## config.mk

```make
export PLATFORM = sky130hd
export DESIGN_NAME = tcw_ctrl
export DESIGN_NICKNAME = d
export VERILOG_FILES = /design/src/rtl/tcw_pkg.sv /design/src/rtl/tcw_ctrl.sv
export VERILOG_INCLUDE_DIRS = /design/src /design/src/rtl
export SDC_FILE = /design/constraint.sdc
export NUM_CORES = 1
export LEC_CHECK = 0
export ABC_AREA = 1
export BUFFER_PORTS_ARGS = -buffer_cell sky130_fd_sc_hd__buf_2
export CORE_AREA = 3 3 40 42
export CTS_CLUSTER_SIZE = 24
export DETAILED_ROUTE_END_ITERATION = 16
export DIE_AREA = 0 0 43 45
export SYNTH_ARGS = -nofsm -noshare
export SYNTH_HDL_FRONTEND = slang
export SYNTH_SLANG_ARGS = --single-unit
```

## constraint.sdc

```tcl
create_clock -name aclk -period 1.5 [get_ports aclk]
set_clock_uncertainty 0.05 [all_clocks]
set_input_delay 0.3 -clock aclk [delete_from_list [all_inputs] [get_ports aclk]]
set_output_delay 0.3 -clock aclk [all_outputs]
set_load 0.02 [all_outputs]
```

## src/rtl/text_console_writer_defines.svh

```systemverilog
// Assertion macros used by the console writer controller.
`ifndef TEXT_CONSOLE_WRITER_DEFINES_SVH
`define TEXT_CONSOLE_WRITER_DEFINES_SVH

// Property checked at every rising clock edge, off while reset is held.
`define TCW_ASSERT(lbl, clk, rst_n, prop, msg) \
    lbl: assert property (@(posedge clk) disable iff (!rst_n) prop) else $error(msg);

// Antecedent in one cycle implies consequent in the next.
`define TCW_ASSERT_NEXT(lbl, clk, rst_n, ante, cons, msg) \
    lbl: assert property (@(posedge clk) disable iff (!rst_n) (ante) |=> (cons)) \
        else $error(msg);

`endif

```

## src/rtl/tcw_pkg.sv

```systemverilog
`default_nettype none
package tcw_pkg;

    // screen geometry
    localparam int COLUMNS = 80;
    localparam int ROWS    = 25;
    localparam int CELLS   = COLUMNS * ROWS;
    localparam int ADDR_W  = $clog2(CELLS);
    localparam int COL_W   = $clog2(COLUMNS);
    localparam int ROW_W   = $clog2(ROWS);

    // field widths
    localparam int ACTION_W = 2;
    localparam int CHAR_W   = 8;
    localparam int RIDX_W   = 11;
    localparam int COLOR_W  = 8;
    localparam int OCOL_W   = 7;
    localparam int OROW_W   = 5;
    localparam int OPOS_W   = 11;
    localparam int CELL_W   = 16;

    localparam int S_TDATA_W = ((CHAR_W + RIDX_W + 7) / 8) * 8;
    localparam int M_TDATA_W = ((OCOL_W + OROW_W + OPOS_W + CELL_W + 7) / 8) * 8;

    // actions
    localparam logic [ACTION_W-1:0] ACT_PUT   = 2'd0;
    localparam logic [ACTION_W-1:0] ACT_CLEAR = 2'd1;
    localparam logic [ACTION_W-1:0] ACT_READ  = 2'd2;

    // control characters
    localparam logic [CHAR_W-1:0] CH_BACKSPACE = 8'd8;
    localparam logic [CHAR_W-1:0] CH_TAB       = 8'd9;
    localparam logic [CHAR_W-1:0] CH_NEWLINE   = 8'd10;
    localparam logic [CHAR_W-1:0] CH_RETURN    = 8'd13;
    localparam logic [CHAR_W-1:0] CH_SPACE     = 8'd32;
    localparam int                TAB_STEP     = 4;

    localparam logic [COLOR_W-1:0] COLOR_RESET = 8'd7;
    localparam logic [CELL_W-1:0]  CELL_RESET  = 16'h0720;

    typedef enum logic [2:0] {
        ST_INIT,
        ST_IDLE,
        ST_EXEC,
        ST_READ,
        ST_SCROLL,
        ST_BLANK,
        ST_DONE
    } state_t;

    typedef struct packed {
        logic item_load;
        logic exec;
        logic cell_load;
        logic copy;
        logic blank;
        logic init_fill;
        logic out_load;
    } cmd_t;

    typedef struct packed {
        logic is_clear;
        logic is_read;
        logic need_scroll;
        logic copy_done;
        logic fill_last;
    } sts_t;

endpackage
`default_nettype wire

```

## src/rtl/tcw_ctrl.sv

```systemverilog
`default_nettype none
`include "text_console_writer_defines.svh"
module tcw_ctrl
    import tcw_pkg::*;
(
    input  wire  aclk,
    input  wire  aresetn,
    input  wire  s_tvalid,
    output logic s_tready,
    output logic m_tvalid,
    input  wire  m_tready,
    input  sts_t sts,
    output cmd_t cmd
);

    state_t state_reg, state_next;
    logic   out_vld_reg, out_vld_next;

    always_ff @(posedge aclk) begin
        if (!aresetn) begin
            state_reg   <= ST_INIT;
            out_vld_reg <= 1'b0;
        end else begin
            state_reg   <= state_next;
            out_vld_reg <= out_vld_next;
        end
    end

    always_comb begin
        state_next = state_reg;
        case (state_reg)
            ST_INIT: begin
                if (sts.fill_last) state_next = ST_IDLE;
            end
            ST_IDLE: begin
                if (s_tvalid) state_next = ST_EXEC;
            end
            ST_EXEC: begin
                if (sts.is_clear)         state_next = ST_BLANK;
                else if (sts.need_scroll) state_next = ST_SCROLL;
                else if (sts.is_read)     state_next = ST_READ;
                else                      state_next = ST_DONE;
            end
            ST_READ:   state_next = ST_DONE;
            ST_SCROLL: begin
                if (sts.copy_done) state_next = ST_BLANK;
            end
            ST_BLANK: begin
                if (sts.fill_last) state_next = ST_DONE;
            end
            ST_DONE: begin
                if (!out_vld_reg || m_tready) state_next = ST_IDLE;
            end
            default: state_next = ST_INIT;
        endcase
    end

    always_comb begin
        cmd = '0;
        case (state_reg)
            ST_INIT: begin
                cmd.blank     = 1'b1;
                cmd.init_fill = 1'b1;
            end
            ST_IDLE:   cmd.item_load = s_tvalid;
            ST_EXEC:   cmd.exec      = 1'b1;
            ST_READ:   cmd.cell_load = 1'b1;
            ST_SCROLL: cmd.copy      = 1'b1;
            ST_BLANK:  cmd.blank     = 1'b1;
            ST_DONE:   cmd.out_load  = !out_vld_reg || m_tready;
            default:   cmd = '0;
        endcase
    end

    assign out_vld_next = cmd.out_load || (out_vld_reg && !m_tready);
    assign s_tready     = (state_reg == ST_IDLE);
    assign m_tvalid     = out_vld_reg;

    `TCW_ASSERT(a_no_overwrite, aclk, aresetn, out_vld_reg && !m_tready |-> !cmd.out_load, "pending result overwritten")
    `TCW_ASSERT(a_init_quiet, aclk, aresetn, state_reg == ST_INIT |-> !s_tready && !out_vld_reg, "channel active during fill")
    `TCW_ASSERT_NEXT(a_accept_exec, aclk, aresetn, s_tvalid && s_tready, state_reg == ST_EXEC && !s_tready, "accepted word not executed")

endmodule
`default_nettype wire

```

**Word level (Yosys, flattened, before mapping)**

Cells that the tools add are included.

- Word-level logic and storage cells: 37
- Output and inout port bits: 9
- Bits of input ports: 9
- Register bits after elaboration: 4

- Multiplexer cells: 16
- Reductions and logical operators: 8
- Eq/ne operators: 11

Operators by type and width:

| cell | number |
|---|---|
| $mux W3 | 8 |
| $pmux W3 S7 | 1 |
| $ne A2 B2 Y1 const B | 5 |
| $eq A3 B3 Y1 const B | 3 |
| $mux W1 | 7 |
| $eq A3 B2 Y1 const B | 2 |
| $reduce_and A5 Y1 | 1 |
| $eq A3 B1 Y1 const B | 1 |
| $logic_not A3 Y1 | 1 |
| $logic_not A1 Y1 | 2 |
| $logic_or A1 B1 Y1 | 2 |
| $reduce_or A2 Y1 | 1 |
| $logic_and A1 B1 Y1 | 1 |

**Logic depth before layout (Yosys ltp)**

- Depth after elaboration: 4
- Mapped depth: 10
- Mapped depth without buffers: 9

**Least setup slack after synthesis**

OpenSTA, ideal clock, no wires.

- Path kind: reg-to-output
- Start point: register state_reg[0]
- End point: output cmd[6] (netlist name)
- Cell stages (with the launch flop): 3
- Slack: -0.057 ns
- Data required time: 1.150 ns
- Arrival: 1.207 ns
- Path through: dfxtp_1 inv_2 nor4_1

RTL lines:

| item | line | text |
|---|---|---|
| from (decl) | tcw_ctrl.sv:16 | `state_t state_reg, state_next;` |
| from (signal assigned) | tcw_ctrl.sv:24 | `state_reg <= state_next;` |
| to (decl) | tcw_ctrl.sv:13 | `output cmd_t cmd` |

==> flow_results.xml <==
<?xml version="1.0" encoding="UTF-8"?>
<metrics>
  <group name="run_status">
    <metric name="result_of_the_run" unit="">completed</metric>
  </group>
  <group name="floorplanning">
    <metric name="i_o_pin_total" unit="">18</metric>
    <metric name="die_footprint" unit="um2">1940</metric>
    <metric name="design.core.area" unit="um2">1280</metric>
    <metric name="rows" unit="">13</metric>
    <metric name="initial_core_util" unit="%">30.3</metric>
    <metric name="chipHeight" unit="um">45</metric>
    <metric name="die_width" unit="um">43</metric>
  </group>
  <group name="sta">
    <metric name="report.final.hold_viol_count" unit="">0</metric>
    <metric name="layout_worst_path_cycle_share" unit="%">97.9</metric>
    <metric name="worst_slew_pin_slew" unit="ns">0.209</metric>
    <metric name="grt_setup_unrepaired" unit="">true</metric>
    <metric name="finalCriticalPeriod" unit="ns">1.47</metric>
    <metric name="final-setup-viol-count" unit="">0</metric>
    <metric name="timing.fmax" unit="MHz">681</metric>
    <metric name="number_of_max_slew_violations_in_the_final_report" unit="">0</metric>
    <metric name="timing.slew.headroom" unit="%">86.0</metric>
    <metric name="hold_slack" unit="ns">0.267</metric>
    <metric name="fin_setup_tns" unit="ns">0</metric>
  </group>
  <group name="drt">
    <metric name="drt_pre_antenna_iters" unit="">4</metric>
    <metric name="drc_errors" unit="">0</metric>
    <metric name="average_routed_wire_per_standard_cell" unit="um">9.17</metric>
    <metric name="routed_wl" unit="um">954</metric>
    <metric name="avgViaCountPerCell" unit="">4.45</metric>
    <metric name="antenna_left" unit="">0</metric>
    <metric name="detailroute.via_count" unit="">463</metric>
    <metric name="drt_first_iter_violations" unit="">9</metric>
  </group>
  <group name="yosys">
    <metric name="synthesis.area_per_instance" unit="um2">5.72</metric>
    <metric name="post-synth-top-area-cell" unit="">sky130_fd_sc_hd__dfxtp_1</metric>
    <metric name="synth.distinct_cells" unit="">17</metric>
    <metric name="syn_nets" unit="">77</metric>
    <metric name="synth_top_cells_by_area" unit="">sky130_fd_sc_hd__dfxtp_1, sky130_fd_sc_hd__nand2_1, sky130_fd_sc_hd__inv_1</metric>
    <metric name="ys.warnings.count" unit="">0</metric>
    <metric name="synth_largest_type_area_fraction" unit="%">20.6</metric>
    <metric name="post_synth_instance_area" unit="um2">389</metric>
    <metric name="synth-seq-area-share" unit="%">20.6</metric>
    <metric name="synth_cells" unit="">68</metric>
    <metric name="ys_ff_latch" unit="">4</metric>
  </group>
  <group name="placed_design">
    <metric name="placed_area" unit="um2">484</metric>
    <metric name="place_hpwl" unit="um">765</metric>
    <metric name="globalplace.congestion" unit="">0.839</metric>
    <metric name="numPortBuffers" unit="">17</metric>
  </group>
  <group name="global_route">
    <metric name="grtUsageTotal" unit="%">11.1</metric>
    <metric name="initial_antenna_violation_count" unit="">0</metric>
    <metric name="first_global_vias" unit="">410</metric>
    <metric name="grt_first_pass_wirelength" unit="um">1610</metric>
    <metric name="maximum_number_of_pins_on_one_net_before_global_route_repair" unit="">9</metric>
    <metric name="grt_overflow" unit="">0</metric>
  </group>
  <group name="final_layout">
    <metric name="sequential_area" unit="um2">91.3</metric>
    <metric name="final_area" unit="um2">551</metric>
    <metric name="most_frequent_cells_in_the_layout" unit="">sky130_fd_sc_hd__nand2_1, sky130_fd_sc_hd__buf_2, sky130_fd_sc_hd__inv_1</metric>
    <metric name="largest_register_ffs" unit="">3</metric>
    <metric name="antennaDiodeCount" unit="">0</metric>
    <metric name="fillCellCount" unit="">141</metric>
    <metric name="fraction_of_layout_cells_with_a_size_suffix_above_1" unit="%">40.4</metric>
    <metric name="nNetsFinal" unit="">100</metric>
    <metric name="multiInputGateArea" unit="um2">245</metric>
    <metric name="syn2layout_area_growth" unit="%">41.5</metric>
  </group>
  <group name="clock_tree">
    <metric name="clockBufferDepth" unit="">2</metric>
    <metric name="cts_inserted_buffers" unit="">3</metric>
    <metric name="clockRootBuffer" unit="">sky130_fd_sc_hd__clkbuf_4</metric>
    <metric name="cts_num_sinks" unit="">4</metric>
    <metric name="cts.htree.levels" unit="">1</metric>
    <metric name="tritoncts_clock_tree" unit="">yes</metric>
    <metric name="clk_pin_slew" unit="ns">0.04</metric>
    <metric name="clk_latency" unit="ns">0.24</metric>
    <metric name="cts_hold_repair.buffers" unit="">0</metric>
  </group>
  <group name="worst_setup_path">
    <metric name="critical_path.endpoint_type" unit="">output port</metric>
    <metric name="path_max_fanout" unit="">7</metric>
    <metric name="cp.arrival" unit="ns">1.12</metric>
    <metric name="setup.worst_path.class" unit="">reg2out</metric>
    <metric name="worst_setup_path_start_kind" unit="">flop</metric>
    <metric name="worstPathRequired" unit="ns">1.15</metric>
  </group>
  <group name="pwr">
    <metric name="power.density_cell_area" unit="nW/um2">1850</metric>
    <metric name="power.leakage" unit="nW">0.322</metric>
    <metric name="ir_drop" unit="mV">0.955</metric>
  </group>
  <group name="run">
    <metric name="cap_viol_max_count" unit="">0</metric>
  </group>
  <group name="hold_path">
    <metric name="worstHoldPathType" unit="">in2reg</metric>
  </group>
</metrics>
[per-layer routing]
metal / GRT usage [%] / vias to the layer above / wire length [um]
met2: 15.3 / 18 / 421
met3: 5.98 / 0 / 74
met5: 0 / - / 0
met1: 14.6 / 194 / 458
met4: 3.61 / 0 / 0
li1: - / 251 / -
[final cells by class]
class                           instances  share of cell area [%]
Multi-Input combinational cell         47                    44.5
Timing Repair Buffer                   20                    21.1
Sequential cell                         4                    16.6
Inverter                               15                    10.2
Clock buffer                            3                    4.09
Tap cell                               15                    3.41
[metrics by stage]
step,total power (W),worst slack [ns],utilization (%),cells
after floorplan,0.000686,0.154,-,68
final,0.00102,0.0311,42.8,104
after CTS,0.000975,0.000711,40.2,102
after global routing,0.00112,-0.0352,42.8,104
after detailed placement,0.000816,0.102,37.7,99
after global placement,0.000815,0.104,37.7,99
[report_power, final]
| part | switching, W | internal [W] |
|---|---|---|
| sequential | 0.0000662 | 0.000160 |
| combinational | 0.000407 | 0.000254 |
| clock | 0.0000423 | 0.0000893 |
| total | 0.000515 | 0.000503 |
[worst max-delay path, stage by stage, from the launching register on]
cell                      delay [ns]
sky130_fd_sc_hd__dfxtp_4        0.36
sky130_fd_sc_hd__nor2_2         0.17
sky130_fd_sc_hd__nand2_1        0.11
sky130_fd_sc_hd__nand2_2        0.08
sky130_fd_sc_hd__buf_2          0.16
[final timing paths]
| path | startpoint | to | slack, ns | depth (start not counted) |
|---|---|---|---|---|
| setup / recovery | state_reg[0] | cmd[2] | 0.03 | 4 |
| hold / removal | aresetn | state_reg[0] | 0.27 | 3 |
| setup reg to reg | state_reg[1] | state_reg[1] | 0.30 | 7 |
| hold reg to reg | m_tvalid | m_tvalid | 0.57 | 3 |
[cell usage after synthesis]
master                    count
sky130_fd_sc_hd__a21oi_1      2
sky130_fd_sc_hd__buf_6        2
sky130_fd_sc_hd__dfxtp_1      4
sky130_fd_sc_hd__inv_1       12
sky130_fd_sc_hd__inv_2        3
sky130_fd_sc_hd__nand2_1     15
sky130_fd_sc_hd__nand2_2      3
sky130_fd_sc_hd__nand3_1      7
sky130_fd_sc_hd__nand3_2      1
sky130_fd_sc_hd__nand4_1      2
sky130_fd_sc_hd__nor2_1      11
sky130_fd_sc_hd__nor2_2       1
sky130_fd_sc_hd__nor3_1       1
sky130_fd_sc_hd__nor3_4       1
sky130_fd_sc_hd__nor4_1       1
sky130_fd_sc_hd__o21a_1       1
sky130_fd_sc_hd__o21ai_0      1
[logic make-up (layout without fill, tap and decap cells)]
| kind of cell | after synthesis | count (layout) | synth area share [%] |
|---|---|---|---|
| AO/OA/AOI/OAI | 4 | 4 | 5.79 |
| buffers and inverters | 17 | 38 | 20.3 |
| flip-flops | 4 | 4 | 20.6 |
| AND/OR/NAND/NOR | 43 | 43 | 53.4 |
[repair_timing]
| item | CTS | global route |
|---|---|---|
| resized for setup | 5 | 5 |
| setup buffers | 0 | 2 |
| endpoints found under the setup margin | 8 | 5 |
| pin swaps | 0 | 1 |
Power figures use the tool's default switching activity.
